File: src/edwf_pkg.sv
// Shared types and constants for the echo width distance filter.
// No dependencies; imported by every module of the block.
package edwf_pkg;

    localparam int CHANNELS_DEF      = 3;
    localparam int AVERAGE_DEPTH_DEF = 5;
    localparam int TIMER_BITS_DEF    = 16;

    localparam int CH_W        = 2;
    localparam int SAMPLE_W    = 11;
    localparam int SAMPLE_MAX  = 2047;
    localparam int SPIKE_RESET = 50;

    // width / 58 by reciprocal multiply; widths at or above SAT_WIDTH saturate
    localparam int CM_DIVISOR = 58;
    localparam int SAT_WIDTH  = (SAMPLE_MAX + 1) * CM_DIVISOR;
    localparam int CM_IN_W    = $clog2(SAT_WIDTH);
    localparam int CM_SHIFT   = CM_IN_W + $clog2(CM_DIVISOR);
    localparam int CM_RECIP_W = CM_SHIFT - $clog2(CM_DIVISOR) + 1;
    localparam int CM_RECIP   = (2**CM_SHIFT + CM_DIVISOR - 1) / CM_DIVISOR;
    localparam int CM_PROD_W  = CM_IN_W + CM_RECIP_W;

    typedef struct packed {
        logic                vld;
        logic [CH_W-1:0]     ch;
        logic [SAMPLE_W-1:0] sample;
    } hist_req_t;

    typedef struct packed {
        logic                vld;
        logic [CH_W-1:0]     ch;
        logic [SAMPLE_W-1:0] distance;
        logic                replaced;
    } avg_res_t;

endpackage

File: src/edwf_avg.sv
// Per-channel sample history: spike filter, running sum and floored average.
// History rows live in a registered-read memory with read-modify-write bypass.
// Depends on edwf_pkg.
module edwf_avg #(
    parameter int CHANNELS      = edwf_pkg::CHANNELS_DEF,
    parameter int AVERAGE_DEPTH = edwf_pkg::AVERAGE_DEPTH_DEF
) (
    input  logic                          clk,
    input  logic                          rst_n,
    input  logic [edwf_pkg::SAMPLE_W-1:0] spike_limit,
    input  edwf_pkg::hist_req_t           req,
    output logic                          ready,
    input  logic                          out_stall,
    output edwf_pkg::avg_res_t            res
);
    import edwf_pkg::*;

    localparam int AW        = (CHANNELS > 1) ? $clog2(CHANNELS) : 1;
    localparam int SUM_W     = $clog2(AVERAGE_DEPTH * SAMPLE_MAX + 1);
    localparam int HIST_W    = AVERAGE_DEPTH * SAMPLE_W;
    localparam int ROW_W     = HIST_W + SUM_W;
    localparam int AVG_SHIFT = SUM_W + $clog2(AVERAGE_DEPTH);
    localparam int PROD_W    = SUM_W + AVG_SHIFT + 1;
    localparam logic [AVG_SHIFT:0] AVG_RECIP =
        (AVG_SHIFT + 1)'((2**AVG_SHIFT + AVERAGE_DEPTH - 1) / AVERAGE_DEPTH);

    logic [ROW_W-1:0]    hist_mem [CHANNELS];
    logic [CHANNELS-1:0] hist_ok_reg;
    logic [ROW_W-1:0]    rd_row_reg;
    logic                rd_ok_reg;

    logic                s2_vld_reg;
    logic [CH_W-1:0]     s2_ch_reg;
    logic [SAMPLE_W-1:0] s2_sample_reg;

    logic                byp_vld_reg;
    logic [AW-1:0]       byp_idx_reg;
    logic [ROW_W-1:0]    byp_row_reg;

    logic                s3_vld_reg;
    logic [CH_W-1:0]     s3_ch_reg;
    logic [SUM_W-1:0]    s3_sum_reg;
    logic                s3_rep_reg;

    logic                s4_vld_reg;
    logic [CH_W-1:0]     s4_ch_reg;
    logic [PROD_W-1:0]   s4_prod_reg;
    logic                s4_rep_reg;

    logic                en2, en3, en4, wr;
    logic [AW-1:0]       req_idx, s2_idx;
    logic [ROW_W-1:0]    cur_row, new_row;
    logic [SAMPLE_W-1:0] hist0, oldest, sample_acc;
    logic [SUM_W-1:0]    cur_sum, sum_new;
    logic                spike;

    assign en4   = !s4_vld_reg || !out_stall;
    assign en3   = !s3_vld_reg || en4;
    assign en2   = !s2_vld_reg || en3;
    assign ready = en2;
    assign wr    = s2_vld_reg && en3;

    assign req_idx = AW'(req.ch);
    assign s2_idx  = AW'(s2_ch_reg);

    always_comb
    begin
        if (byp_vld_reg && (byp_idx_reg == s2_idx))
        begin
            cur_row = byp_row_reg;
        end
        else if (rd_ok_reg)
        begin
            cur_row = rd_row_reg;
        end
        else
        begin
            cur_row = '0;
        end
        hist0      = cur_row[SAMPLE_W-1:0];
        oldest     = cur_row[(AVERAGE_DEPTH-1)*SAMPLE_W +: SAMPLE_W];
        cur_sum    = cur_row[HIST_W +: SUM_W];
        spike      = {1'b0, s2_sample_reg} > ({1'b0, hist0} + {1'b0, spike_limit});
        sample_acc = spike ? hist0 : s2_sample_reg;
        sum_new    = cur_sum - SUM_W'(oldest) + SUM_W'(sample_acc);
        new_row    = '0;
        new_row[SAMPLE_W-1:0] = sample_acc;
        for (int i = 1; i < AVERAGE_DEPTH; i++)
        begin
            new_row[i*SAMPLE_W +: SAMPLE_W] = cur_row[(i-1)*SAMPLE_W +: SAMPLE_W];
        end
        new_row[HIST_W +: SUM_W] = sum_new;
    end

    always_ff @(posedge clk)
    begin
        if (wr)
        begin
            hist_mem[s2_idx] <= new_row;
        end
        if (en2 && req.vld)
        begin
            rd_row_reg <= hist_mem[req_idx];
        end
    end

    always_ff @(posedge clk or negedge rst_n)
    begin
        if (!rst_n)
        begin
            hist_ok_reg <= '0;
            rd_ok_reg   <= 1'b0;
            s2_vld_reg  <= 1'b0;
            byp_vld_reg <= 1'b0;
            s3_vld_reg  <= 1'b0;
            s4_vld_reg  <= 1'b0;
        end
        else
        begin
            if (wr)
            begin
                hist_ok_reg[s2_idx] <= 1'b1;
            end
            if (en2)
            begin
                s2_vld_reg  <= req.vld;
                byp_vld_reg <= wr;
                if (req.vld)
                begin
                    rd_ok_reg <= hist_ok_reg[req_idx];
                end
            end
            if (en3)
            begin
                s3_vld_reg <= s2_vld_reg;
            end
            if (en4)
            begin
                s4_vld_reg <= s3_vld_reg;
            end
        end
    end

    always_ff @(posedge clk)
    begin
        if (en2)
        begin
            s2_ch_reg     <= req.ch;
            s2_sample_reg <= req.sample;
            byp_idx_reg   <= s2_idx;
            byp_row_reg   <= new_row;
        end
        if (en3)
        begin
            s3_ch_reg  <= s2_ch_reg;
            s3_sum_reg <= sum_new;
            s3_rep_reg <= spike;
        end
        if (en4)
        begin
            s4_ch_reg   <= s3_ch_reg;
            s4_prod_reg <= PROD_W'(s3_sum_reg) * PROD_W'(AVG_RECIP);
            s4_rep_reg  <= s3_rep_reg;
        end
    end

    assign res.vld      = s4_vld_reg;
    assign res.ch       = s4_ch_reg;
    assign res.distance = s4_prod_reg[AVG_SHIFT +: SAMPLE_W];
    assign res.replaced = s4_rep_reg;

endmodule

File: src/echo_width_distance_filter.sv
// Echo width distance filter top level: edge tracking, width to distance, config.
// Depends on edwf_pkg and edwf_avg.
//
// Usage:
//   Input channel (in_valid / in_stall): one timer capture transaction per echo
//   edge, sensor_channel and capture_time. Edges of a channel alternate rise and
//   fall; a rise gives no result, a fall gives one. Channels at or above CHANNELS
//   are dropped.
//   Output channel (out_valid / out_stall): result_channel, distance_cm (floored
//   mean of the last AVERAGE_DEPTH samples) and spike_replaced.
//   Config channel (cfg_valid / cfg_ready): spike_limit write, always ready.
//   Write it only while no transaction is in flight.
//   Path: a falling-edge transaction is registered in s1, then in the average
//   stages s2, s3 and s4; the s4 registers drive the result.
//   Throughput: one transaction per cycle unless stalled; both per-channel memories do one
//   read-modify-write per cycle with a one-deep bypass on back-to-back hits.
//   Stall: out_stall holds the output register; the stages behind it keep
//   filling bubbles and in_stall rises only when every stage is occupied.
//   Reset: all channels expect a rising edge, histories read as zero and
//   spike_limit is 50; no clearing pass, transactions are taken at once.
module echo_width_distance_filter #(
    parameter int CHANNELS      = edwf_pkg::CHANNELS_DEF,
    parameter int AVERAGE_DEPTH = edwf_pkg::AVERAGE_DEPTH_DEF,
    parameter int TIMER_BITS    = edwf_pkg::TIMER_BITS_DEF
) (
    input  logic                          clk,
    input  logic                          rst_n,
    input  logic                          in_valid,
    output logic                          in_stall,
    input  logic [edwf_pkg::CH_W-1:0]     sensor_channel,
    input  logic [TIMER_BITS-1:0]         capture_time,
    input  logic                          cfg_valid,
    output logic                          cfg_ready,
    input  logic [edwf_pkg::SAMPLE_W-1:0] cfg_data,
    output logic                          out_valid,
    input  logic                          out_stall,
    output logic [edwf_pkg::CH_W-1:0]     result_channel,
    output logic [edwf_pkg::SAMPLE_W-1:0] distance_cm,
    output logic                          spike_replaced
);
    import edwf_pkg::*;

    localparam int AW   = (CHANNELS > 1) ? $clog2(CHANNELS) : 1;
    localparam int ST_W = TIMER_BITS + 1;

    logic [SAMPLE_W-1:0] spike_limit_reg;

    logic [ST_W-1:0]     st_mem [CHANNELS];
    logic [CHANNELS-1:0] st_ok_reg;
    logic [ST_W-1:0]     st_rd_reg;
    logic                st_rd_ok_reg;

    logic                  s1_vld_reg;
    logic [CH_W-1:0]       s1_ch_reg;
    logic [TIMER_BITS-1:0] s1_time_reg;

    logic                  byp_vld_reg;
    logic [AW-1:0]         byp_idx_reg;
    logic [ST_W-1:0]       byp_row_reg;

    logic                  en1, take, in_range, st_wr, fall, sat;
    logic [AW-1:0]         in_idx, s1_idx;
    logic [ST_W-1:0]       cur_st, new_st;
    logic [TIMER_BITS-1:0] width;
    logic [CM_IN_W-1:0]    cm_in;
    logic [CM_PROD_W-1:0]  cm_prod;
    logic                  avg_ready;
    hist_req_t             req;
    avg_res_t              res;

    assign cfg_ready = 1'b1;

    assign en1      = !s1_vld_reg || avg_ready;
    assign in_stall = !en1;
    assign take     = in_valid && en1;
    assign in_range = int'(sensor_channel) < CHANNELS;
    assign in_idx   = AW'(sensor_channel);
    assign s1_idx   = AW'(s1_ch_reg);
    assign st_wr    = s1_vld_reg && avg_ready;

    always_comb
    begin
        if (byp_vld_reg && (byp_idx_reg == s1_idx))
        begin
            cur_st = byp_row_reg;
        end
        else if (st_rd_ok_reg)
        begin
            cur_st = st_rd_reg;
        end
        else
        begin
            cur_st = '0;
        end
        fall    = cur_st[TIMER_BITS];
        new_st  = fall ? {1'b0, cur_st[TIMER_BITS-1:0]} : {1'b1, s1_time_reg};
        width   = s1_time_reg - cur_st[TIMER_BITS-1:0];
        sat     = 33'(width) >= 33'(SAT_WIDTH);
        cm_in   = CM_IN_W'(33'(width));
        cm_prod = CM_PROD_W'(cm_in) * CM_PROD_W'(CM_RECIP);

        req.vld    = s1_vld_reg && fall;
        req.ch     = s1_ch_reg;
        req.sample = sat ? SAMPLE_W'(SAMPLE_MAX) : cm_prod[CM_SHIFT +: SAMPLE_W];
    end

    always_ff @(posedge clk)
    begin
        if (st_wr)
        begin
            st_mem[s1_idx] <= new_st;
        end
        if (take && in_range)
        begin
            st_rd_reg <= st_mem[in_idx];
        end
        if (en1)
        begin
            s1_ch_reg   <= sensor_channel;
            s1_time_reg <= capture_time;
            byp_idx_reg <= s1_idx;
            byp_row_reg <= new_st;
        end
    end

    always_ff @(posedge clk or negedge rst_n)
    begin
        if (!rst_n)
        begin
            spike_limit_reg <= SAMPLE_W'(SPIKE_RESET);
            st_ok_reg       <= '0;
            st_rd_ok_reg    <= 1'b0;
            s1_vld_reg      <= 1'b0;
            byp_vld_reg     <= 1'b0;
        end
        else
        begin
            if (cfg_valid)
            begin
                spike_limit_reg <= cfg_data;
            end
            if (st_wr)
            begin
                st_ok_reg[s1_idx] <= 1'b1;
            end
            if (en1)
            begin
                s1_vld_reg  <= take && in_range;
                byp_vld_reg <= st_wr;
                if (take && in_range)
                begin
                    st_rd_ok_reg <= st_ok_reg[in_idx];
                end
            end
        end
    end

    edwf_avg #(
        .CHANNELS      (CHANNELS),
        .AVERAGE_DEPTH (AVERAGE_DEPTH)
    ) u_avg (
        .clk         (clk),
        .rst_n       (rst_n),
        .spike_limit (spike_limit_reg),
        .req         (req),
        .ready       (avg_ready),
        .out_stall   (out_stall),
        .res         (res)
    );

    assign out_valid      = res.vld;
    assign result_channel = res.ch;
    assign distance_cm    = res.distance;
    assign spike_replaced = res.replaced;

endmodule

File: config.mk
export PLATFORM = sky130hd
export DESIGN_NAME = echo_width_distance_filter
export DESIGN_NICKNAME = d
export VERILOG_FILES = /design/src/edwf_pkg.sv /design/src/edwf_avg.sv /design/src/echo_width_distance_filter.sv
export SDC_FILE = /design/constraint.sdc
export NUM_CORES = 1
export LEC_CHECK = 0
export ABC_CLOCK_PERIOD_IN_PS = 12900
export BUFFER_PORTS_ARGS = -buffer_cell sky130_fd_sc_hd__buf_4
export CAP_MARGIN = 20
export CORE_ASPECT_RATIO = 2
export CORE_MARGIN = 2
export CORE_UTILIZATION = 50
export CTS_BUF_LIST = sky130_fd_sc_hd__clkbuf_4 sky130_fd_sc_hd__clkbuf_8
export DETAILED_ROUTE_END_ITERATION = 10
export PLACE_DENSITY = 0.77
export SYNTH_ARGS = -nofsm -noshare
export SYNTH_HDL_FRONTEND = slang
export SYNTH_SLANG_ARGS = --single-unit
File: constraint.sdc
create_clock -name clk -period 12.9 [get_ports clk]
set_input_delay 0.645 -clock clk [delete_from_list [all_inputs] [get_ports clk]]
set_output_delay 0.645 -clock clk [all_outputs]
set_load 0.02 [all_outputs]
# Yosys cells after proc, flatten, opt, wreduce, memory -nomap -nowiden
# Memories as Yosys holds them, arrays and structs flattened. A register that Yosys moved wholly into a read port is not among the register bits.
# Index checks and enable logic that the tools add are counted.
[totals] regBits=194 mem_bits_rw=258 in_bits=34 out_inout_bits=17 word_cells=84 memories=2
[memory_table] memory="u_avg.hist_mem" depth=3 width=69 read_ports=1 rd_clocked_by_memory_dff=1 write_ports=1 line_no="edwf_avg.sv:27" text="logic [ROW_W-1:0] hist_mem [CHANNELS];"
[memory_table] memory="st_mem" depth=3 width=17 read_ports=1 rd_clocked_by_memory_dff=1 write_ports=1 line_no="echo_width_distance_filter.sv:48" text="logic [ST_W-1:0] st_mem [CHANNELS];"
[op_classes] add_sub_neg=4 n_mul=2 magnitude_cmp=7 eq_ne=2 n_mux=18 n_bitwise=2 n_reduce_logical=22
[op_table] operator="$mux 69" n=2
[op_table] operator="$mux 17" n=3
[op_table] operator="$mul 16x15->31 const B" n=1
[op_table] operator="$mul 14x15->28 const B" n=1
[op_table] operator="$sub 16x16->16" n=1
[op_table] operator="$add 14x11->14" n=1
[op_table] operator="$sub 14x11->14" n=1
[op_table] operator="$add 11x11->12" n=1
[op_table] operator="$gt 11x12->1" n=1
[op_table] operator="$mux 11" n=1
[op_table] operator="$logic_and 1x1->1" n=10
[op_table] operator="$lt 2x3->1 const B" n=3
[op_table] operator="$mux 1" n=8
[op_table] operator="$logic_not 1->1" n=6
[op_table] operator="$or 3x3->3" n=2
[op_table] operator="$bmux 1 s2" n=2
[op_table] operator="$demux 1 s2" n=2
[op_table] operator="$eq 2x2->1" n=2
[op_table] operator="$ge 2x1->1 const B" n=2
[op_table] operator="$logic_or 1x1->1" n=4
[op_table] operator="$reduce_and 2->1" n=2
[op_table] operator="$lt 2x2->1 const B" n=1

# Longest topological paths before layout
# Gate-level depths: netlist of run 1.
[logic_depth] depth_word=8 mapped_depth=39 depth_no_buf=37

# Cells and area by module
# From an unflattened synthesis of run 1, not the netlist that was laid out.
[unflattened] cells_unflattened=2268 hier_area_um2=29050.4
[by_module_without_submodules] mod="edwf_avg" instances=1 cells_per_inst=1406 area_each_um2=19367.3 seq_area_each_um2=11941.5
[by_module_without_submodules] mod="echo_width_distance_filter" instances=1 cells_per_inst=862 area_each_um2=9683.0 seq_area_each_um2=3582.2

# Worst setup path before layout of run 1
# OpenSTA, ideal clock, no wires.
[synth_timing] path_kind="register to register" start="reg s1_ch_reg[1]" end="reg u_avg.s2_sample_reg[10] (data pin)" setup_ns=0.158 t_arrival_ns=9.150 required_time_ns=12.742 path_slack_ns=3.592 path_stages_with_launch=39 n_path_buf=2 synth_period_minus_slack_ns=9.308 cell_sequence="edfxtp_1 buf_2 xor2_2 nor3_2 clkbuf_1 nand2_1 nand2_1 ha_1 inv_1 ha_1 a31o_1 a211o_1 a222oi_1 nor3_1 o2111ai_1 a31o_2 o21ai_1 xor2_1 [... 3 more ...] inv_1 fa_1 fa_1 fa_1 inv_1 fa_1 inv_1 ha_1 a21o_1 a21oi_1 nor2b_1 a2111oi_0 o21ai_1 a211oi_2 a21oi_1 o41ai_2 or4b_1 o211ai_1"
[synth_between] elab_chain_cells=5
[synth_rtl] element="from (decl)" line_no="echo_width_distance_filter.sv:54" text="logic [CH_W-1:0] s1_ch_reg;"
[synth_rtl] element="from (signal assigned)" line_no="echo_width_distance_filter.sv:119" text="s1_ch_reg <= sensor_channel;"
[synth_rtl] element="$eq 2x2->1" line_no="echo_width_distance_filter.sv:83" text="if (byp_vld_reg && (byp_idx_reg == s1_idx))"
[synth_rtl] element="$logic_and 1x1->1" line_no="echo_width_distance_filter.sv:83"
[synth_rtl] element="$mux 17" line_no="echo_width_distance_filter.sv:83"
[synth_rtl] element="$sub 16x16->16" line_no="echo_width_distance_filter.sv:97" text="width = s1_time_reg - cur_st[TIMER_BITS-1:0];"
[synth_rtl] element="$mul 16x15->31" line_no="echo_width_distance_filter.sv:100" text="cm_prod = CM_PROD_W'(cm_in) * CM_PROD_W'(CM_RECIP);"
[synth_rtl] element="net cm_prod[33]" line_no="echo_width_distance_filter.sv:66" text="logic [CM_PROD_W-1:0] cm_prod;"
[synth_rtl] element="to (signal assigned)" line_no="edwf_avg.sv:149" text="s2_sample_reg <= req.sample;"
[synth_rtl] element="to (decl)" line_no="edwf_avg.sv:34" text="logic [SAMPLE_W-1:0] s2_sample_reg;"
# The timed path passes the listed nets, and every way through them passes these cells.
# A chain may end at the register's enable or synchronous reset.

# Final worst setup path of run 1
# Same ends and word-level chain as after synthesis.

==> run summary, run 1 <==
outcome: complete, no violations
initial antenna violation count: 1
library cell contributing the largest single delay on the critical path: sky130_fd_sc_hd__buf_4
nets in the synthesized netlist: 2,664
share of flip-flops with an asynchronous set or reset after synthesis: 4.80%
data arrival time of the worst path: 11.18 ns
Worst-Margin Slew: 1.01 ns
Startpoint Class: register
detailed-route wire length: 62,300 um
remaining number of nets flagged by the antenna check after routing: 0
height of the die: 343 um
Seq/Total Area, Yosys: 53.9%
level count of the clock H-tree: 3
share of the synthesized area in the top cell type: 51.7%
commonest non-fill, non-tap cell in the layout: sky130_fd_sc_hd__edfxtp_1
hold-fix buffers at CTS: 1
cts repair resizes: 0
Area after DPL: 30,100 um^2
combined global-route utilization of all metal layers: 21.2%
Buffers & Inverters on Critical Path: 7
total vias in the final route: 16.9k
final max-slew violation count: 0
worst slew slack as a fraction of its limit: 32.7%
crit share post-route: 83.1%
average cell area after synthesis: 13.0 um^2
router iterations before antenna repair: 5
Hold Fails Final Rpt: 0
dominant cell type by area after synthesis: sky130_fd_sc_hd__edfxtp_1
first-pass GRT wire length: 97,500 um
Vias/cell: 5.42
Horiz. Die Dim: 174 um
master cell of the clock root buffer: sky130_fd_sc_hd__clkbuf_8
final setup TNS: 0 ns
fraction of final layout cells with drive strength greater than 1: 11.3%
number of synthesized flops with an enable pin: 496
Rows: 124
Setup WS post-layout: 2.18 ns
cell repeated most along the worst path: sky130_fd_sc_hd__fa_1
flip-flop count of the largest register, all copies and words added: 207
maximum frequency from static timing analysis: 93.3 MHz
Port Buf Inserts: 49
kind of cell with the highest combined delay on the critical path: adder cells
Initial DRC Count: 1,006
crit-path max FO: 75
highest-count cells in the layout ignoring fill and taps: 496 x sky130_fd_sc_hd__edfxtp_1, 289 x sky130_fd_sc_hd__inv_1, 256 x sky130_fd_sc_hd__ha_1
largest incremental delay on the critical path: 0.62 ns
io pins: 51
Final min period: 10.72 ns
post-route design area: 31,700 um^2
worst setup slack after placement: 2.11 ns
GPL Wtd Cong: 0.917
Setup Crit Path Kind: register to register
post-detail-place hpwl: 44,400 um
Worst Skew: 0.0426 ns
fill cell count: 4,718
Crit path required time: 13.36 ns
type of the tightest min-delay check: input pin to register
post-route DRC violation count: 0
max-cap violation count: 0
Warnings, synthesis: 0
Post-CTS Setup Inserts: 0
capturing element type of the critical path: register
effective utilization at floorplan: 50.4%
cell types with the largest area share after synthesis: sky130_fd_sc_hd__edfxtp_1 52%, sky130_fd_sc_hd__ha_1 11%, sky130_fd_sc_hd__fa_1 11%, sky130_fd_sc_hd__inv_1 3.8%, sky130_fd_sc_hd__mux2i_1 3.2%
area inside the core boundary: 57,100 um^2
clock latency reported for the late side of the worst-skew pair: 0.65 ns
top flip-flop cell by instance count after synthesis: sky130_fd_sc_hd__edfxtp_1
Unique masters post-synth: 70
post-synthesis instance total: 2,221
setup repair after global routing missed its margin: no
clock sink total: 521
internal reg-to-reg setup slack: 2.18 ns
worst-case clock buffer depth: 3
largest net degree at the start of global routing: 76
Final nets: 2,752
synthesis-stage register bit count: 521
layout-stage area growth over the synthesis result: 10.2%
clock-pin transition on the worst setup and hold timing paths: 0.07 ns
wire length per cell: 19.9 um
number of clock buffers inserted by TritonCTS: 74
total grt overflow: 0
number of global-route vias before repair: 18.6k
Final Setup Violations: 0
total standard cell area after synthesis: 28,800 um^2
clock tree from TritonCTS: done
Total Die Area: 59,600 um^2
[area by class of cell]
| class | count | area, um^2 | share of cell area [%] |
|---|---|---|---|
| clock inverters | 39 | 355 | 1.12 |
| repair buffers | 79 | 603 | 1.90 |
| well taps | 756 | 946 | 2.98 |
| flip-flops and latches | 521 | 15500 | 48.9 |
| clock buffers | 97 | 1220 | 3.85 |
| diodes | 1 | 2.50 | 0.00789 |
| multi-input cells | 1342 | 12000 | 37.8 |
| inverters | 291 | 1090 | 3.44 |
[Yosys cell counts, drive strengths merged, types with 4 or more instances]
cell type and count:
mux2 23, a21oi 85, nand3 69, mux2i 93, and2 10, nor2b 5
o21a 16, maj3 4, ha 256, a31oi 4, xor2 23, edfxtp 496
dfrtp 22, nor2 55, a211oi 6, buf 13, nand2b 9, nand2 230
nand4 10, o21ai 112, clkbuf 54, or2 10, a21o 18, fa 153
nor3 16, inv 291, and3 34, o21bai 5, xnor2 52
[logic make-up (layout without fill, tap and decap cells)]
group,count (synthesis),in the layout,share of synthesized area [%]
flops,521,521,53.9
simple gates,457,457,7.14
fa+ha+maj,413,413,21.9
buf+inv,358,506,4.69
compound gates,280,280,5.78
mux,116,116,4.13
xor+xnor,75,75,2.44
other cells,1,2,0.0130
[layer usage]
layer | wire [um] | GRT usage, %
met1 | 21200 | 20.6
met2 | 36400 | 43.5
met3 | 2130 | 2.37
met4 | 2590 | 10.5
met5 | 0 | 0
[stage by stage]
| step | hold slack [ns] | std cells | util (%) |
|---|---|---|---|
| detailed placement | 0.435 | 2986 | 52.8 |
| global route | 0.137 | 3126 | 55.6 |
| floorplan | 0.349 | 2221 | - |
| CTS | 0.120 | 3123 | 55.5 |
| finish | 0.165 | 3126 | 55.6 |
| global placement | 0.434 | 2985 | 52.7 |
[worst paths after layout]
| check | startpoint | endpoint | cells past startpoint |
|---|---|---|---|
| max in group asynchronous | rst_n | spike_limit_reg[1] | 2 |
| min reg2reg | u_avg.s3_ch_reg[0] | u_avg.s4_ch_reg[0] | 0 |
| max | s1_ch_reg[1] | u_avg.s2_sample_reg[10] | 38 |
| min in group asynchronous | rst_n | st_ok_reg[2] | 2 |
| min | capture_time[0] | s1_time_reg[0] | 1 |
| max reg2reg | s1_ch_reg[1] | u_avg.s2_sample_reg[10] | 38 |
[worst register-to-register path, delay by kind of cell, from the launching register on]
kind                       cells  cell delay (ns)
AOI/OAI and AO/OA             14             3.35
xor gates and xnor gates       2             0.44
adders and majority gates      9             3.71
buffers and inverters          7             1.11
DFF                            1             0.39
and+or+nand+nor                6             1.57
Power of run 1 is left out: the tool's default activity adds up to more than one toggle a clock period on the data nets, which glitch-free logic cannot reach.
==> run 2, diff against run 1 <==
Settings changed: ABC_AREA set to 1, ABC_CLOCK_PERIOD_IN_PS 12900 to 11250.
Clock period 12.9 ns to 11.25 ns, I/O delays scaled along.
==> run summary, run 2 <==
Worst Skew: 0.0519 ns (was 0.0426 ns)
Seq/Total Area, Yosys: 51.5% (was 53.9%)
library cell contributing the largest single delay on the critical path: sky130_fd_sc_hd__fa_1 (was sky130_fd_sc_hd__buf_4)
master cell of the clock root buffer: sky130_fd_sc_hd__clkbuf_8 (unchanged)
Unique masters post-synth: 53 (was 70)
multi-input gate area in the final layout: 12,800 um^2 (was 12,000 um^2)
cell repeated most along the worst path: sky130_fd_sc_hd__nand2_1 (was sky130_fd_sc_hd__fa_1)
fill cell count: 5,000 (was 4,718)
GPL Wtd Cong: 0.950 (was 0.917)
Setup Crit Path Kind: register to register (unchanged)
first-pass GRT wire length: 114,000 um (was 97,500 um)
worst-case clock buffer depth: 3 (unchanged)
combined global-route utilization of all metal layers: 24.0% (was 21.2%)
Final Setup Violations: 0 (unchanged)
total standard cell area after synthesis: 30,200 um^2 (was 28,800 um^2)
number of global-route vias before repair: 21.9k (was 18.6k)
Startpoint Class: register (unchanged)
most repeated cell in the gate-level netlist after synthesis: sky130_fd_sc_hd__edfxtp_1 (unchanged)
maximum frequency from static timing analysis: 115 MHz (was 93.3 MHz)
dominant cell type by area after synthesis: sky130_fd_sc_hd__edfxtp_1 (unchanged)
worst reg2reg path depth: 38 (unchanged)
Port Buf Inserts: 49 (unchanged)
Total Die Area: 62,400 um^2 (was 59,600 um^2)
outcome: complete, no violations (unchanged)
footprint of the flip-flops and latches: 15,500 um^2 (unchanged)
max-cap violation count: 0 (unchanged)
cell types with the largest area share after synthesis: sky130_fd_sc_hd__edfxtp_1 49%, sky130_fd_sc_hd__ha_1 11%, sky130_fd_sc_hd__fa_1 10%, sky130_fd_sc_hd__nand3_1 6.5%, sky130_fd_sc_hd__nand2_1 5.4% (was sky130_fd_sc_hd__edfxtp_1 52%, sky130_fd_sc_hd__ha_1 11%, sky130_fd_sc_hd__fa_1 11%, sky130_fd_sc_hd__inv_1 3.8%, sky130_fd_sc_hd__mux2i_1 3.2%)
router iterations before antenna repair: 6 (was 5)
Final min period: 8.68 ns (was 10.72 ns)
clock-pin transition on the worst setup and hold timing paths: 0.07 ns (about the same)
io pins: 51 (unchanged)
total vias in the final route: 20.4k (was 16.9k)
Hold Fails Final Rpt: 0 (unchanged)
detailed-route wire length: 73,200 um (was 62,300 um)
height of the die: 351 um (was 343 um)
setup repair after global routing missed its margin: no (unchanged)
largest net degree at the start of global routing: 74 (was 76)
Crit path required time: 11.64 ns (was 13.36 ns)
number of cells on the critical path: 38 (unchanged)
Buffers & Inverters on Critical Path: 7 (unchanged)
kind of cell with the highest combined delay on the critical path: adder cells (unchanged)
Final nets: 3,246 (was 2,752)
layout-stage area growth over the synthesis result: 9.08% (was 10.2%)
level count of the clock H-tree: 3 (unchanged)
total grt overflow: 0 (unchanged)
Warnings, synthesis: 0 (unchanged)
clock latency reported for the late side of the worst-skew pair: 0.65 ns (about the same)
clock tree from TritonCTS: done (unchanged)
crit share post-route: 77.2% (was 83.1%)
final setup TNS: 0 ns (unchanged)
number of clock buffers inserted by TritonCTS: 71 (was 74)
number of synthesized flops with an enable pin: 496 (unchanged)
worst slew slack as a fraction of its limit: 30.1% (was 32.7%)
crit-path max FO: 24 (was 75)
top flip-flop cell by instance count after synthesis: sky130_fd_sc_hd__edfxtp_1 (unchanged)
share of flip-flops with an asynchronous set or reset after synthesis: 4.80% (unchanged)
Post-CTS Setup Inserts: 0 (unchanged)
type of the tightest min-delay check: input pin to register (unchanged)
remaining number of nets flagged by the antenna check after routing: 0 (unchanged)
commonest non-fill, non-tap cell in the layout: sky130_fd_sc_hd__edfxtp_1 (unchanged)
post-detail-place hpwl: 52,600 um (was 44,400 um)
Initial DRC Count: 1,325 (was 1,006)
average cell area after synthesis: 11.0 um^2 (was 13.0 um^2)
Worst-Margin Slew: 1.05 ns (was 1.01 ns)
flip-flop count of the largest register, all copies and words added: 207 (unchanged)
share of the synthesized area in the top cell type: 49.4% (was 51.7%)
Vias/cell: 5.61 (was 5.42)
post-synthesis instance total: 2,739 (was 2,221)
post-route DRC violation count: 0 (unchanged)
data arrival time of the worst path: 9.07 ns (was 11.18 ns)
synthesis-stage register bit count: 521 (unchanged)
nets in the synthesized netlist: 3,182 (was 2,664)
final max-slew violation count: 0 (unchanged)
capturing element type of the critical path: register (unchanged)
hold path cells: 1 (unchanged)
effective utilization at floorplan: 50.5% (was 50.4%)
Rows: 127 (was 124)
Horiz. Die Dim: 178 um (was 174 um)
highest-count cells in the layout ignoring fill and taps: 496 x sky130_fd_sc_hd__edfxtp_1, 431 x sky130_fd_sc_hd__nand2_1, 411 x sky130_fd_sc_hd__inv_1 (was 496 x sky130_fd_sc_hd__edfxtp_1, 289 x sky130_fd_sc_hd__inv_1, 256 x sky130_fd_sc_hd__ha_1)
area inside the core boundary: 59,700 um^2 (was 57,100 um^2)
fraction of final layout cells with drive strength greater than 1: 8.85% (was 11.3%)
wire length per cell: 20.1 um (was 19.9 um)
clock sink total: 521 (unchanged)
initial antenna violation count: 1 (unchanged)
largest incremental delay on the critical path: 0.59 ns (was 0.62 ns)
Post-synth top cells: 496 x sky130_fd_sc_hd__edfxtp_1, 432 x sky130_fd_sc_hd__nand2_1, 412 x sky130_fd_sc_hd__inv_1, 389 x sky130_fd_sc_hd__nand3_1, 256 x sky130_fd_sc_hd__ha_1 (was 496 x sky130_fd_sc_hd__edfxtp_1, 289 x sky130_fd_sc_hd__inv_1, 256 x sky130_fd_sc_hd__ha_1, 230 x sky130_fd_sc_hd__nand2_1, 153 x sky130_fd_sc_hd__fa_1)
## run 2: changes by cell type in the layout (fill, tap and decap cells not counted), moves of 36 or more
cell	before	now
sky130_fd_sc_hd__nand2_1	229	431
sky130_fd_sc_hd__nor2_1	54	90
sky130_fd_sc_hd__inv_1	289	411
sky130_fd_sc_hd__a21oi_1	84	122
sky130_fd_sc_hd__nand3_1	67	389
sky130_fd_sc_hd__xnor2_1	49	12
sky130_fd_sc_hd__mux2i_1	93	0
## run 2: layout make-up
cell class	count	share of cell area, %
Tap cell	774	2.94
Sequential cell	521	47.2
Clock inverter	31	0.882
Multi-Input combinational cell	1716	38.8
Antenna cell	2	0.0152
Inverter	419	4.79
Timing Repair Buffer	74	1.73
Clock buffer	98	3.64
## run 2: what timing repair did
| action | 4_1_cts | 5_1_grt |
|---|---|---|
| hold buffers | 1 | 0 |
| resized for setup | 0 | 0 |
| endpoints found under the hold margin | 22 | 0 |
## run 2: layer usage
layer | GRT usage, % | up-vias | routed length [um]
li1 | - | 9430 | -
met3 | 2.62 | 203 | 3140
met4 | 14.2 | 0 | 4200
met5 | 0 | - | 0
met1 | 23.0 | 10100 | 23900
met2 | 47.8 | 703 | 42000
## run 2: cell families after synthesis
kind of cell / count (synthesis) / synth area share (%)
xor+xnor: 55 / 1.64
flops: 521 / 51.5
buf+inv: 502 / 6.37
other cells: 1 / 0.0124
simple gates: 985 / 14.7
compound gates: 255 / 4.59
fa+ha+maj: 409 / 20.8
mux: 11 / 0.411
## run 2: through the flow
step	hold slack [ns]	area (um^2)	std cells	utilization [%]	setup slack, ns
2_1_floorplan	0.267	30200	2739	-	3.91
3_3_place_gp	0.404	31400	3500	52.5	2.82
3_5_place_dp	0.405	31400	3503	52.6	2.59
4_1_cts	0.0476	32900	3633	55.1	2.56
5_1_grt	0.0676	32900	3634	55.1	1.97
6_report	0.101	32900	3635	55.1	2.57
## run 2: worst paths after layout
| kind | startpoint | to | slack (ns) |
|---|---|---|---|
| min reg2reg | u_avg.s3_ch_reg[1] | u_avg.s4_ch_reg[1] | 0.42 |
| min | capture_time[1] | s1_time_reg[1] | 0.10 |
| max in group asynchronous | rst_n | u_avg.rd_ok_reg | 10.47 |
| max | s1_ch_reg[1] | u_avg.s2_sample_reg[10] | 2.57 |
| max reg2reg | s1_ch_reg[1] | u_avg.s2_sample_reg[10] | 2.57 |
| min in group asynchronous | rst_n | spike_limit_reg[6] | 0.42 |
Power of run 2 is left out for the same reason.
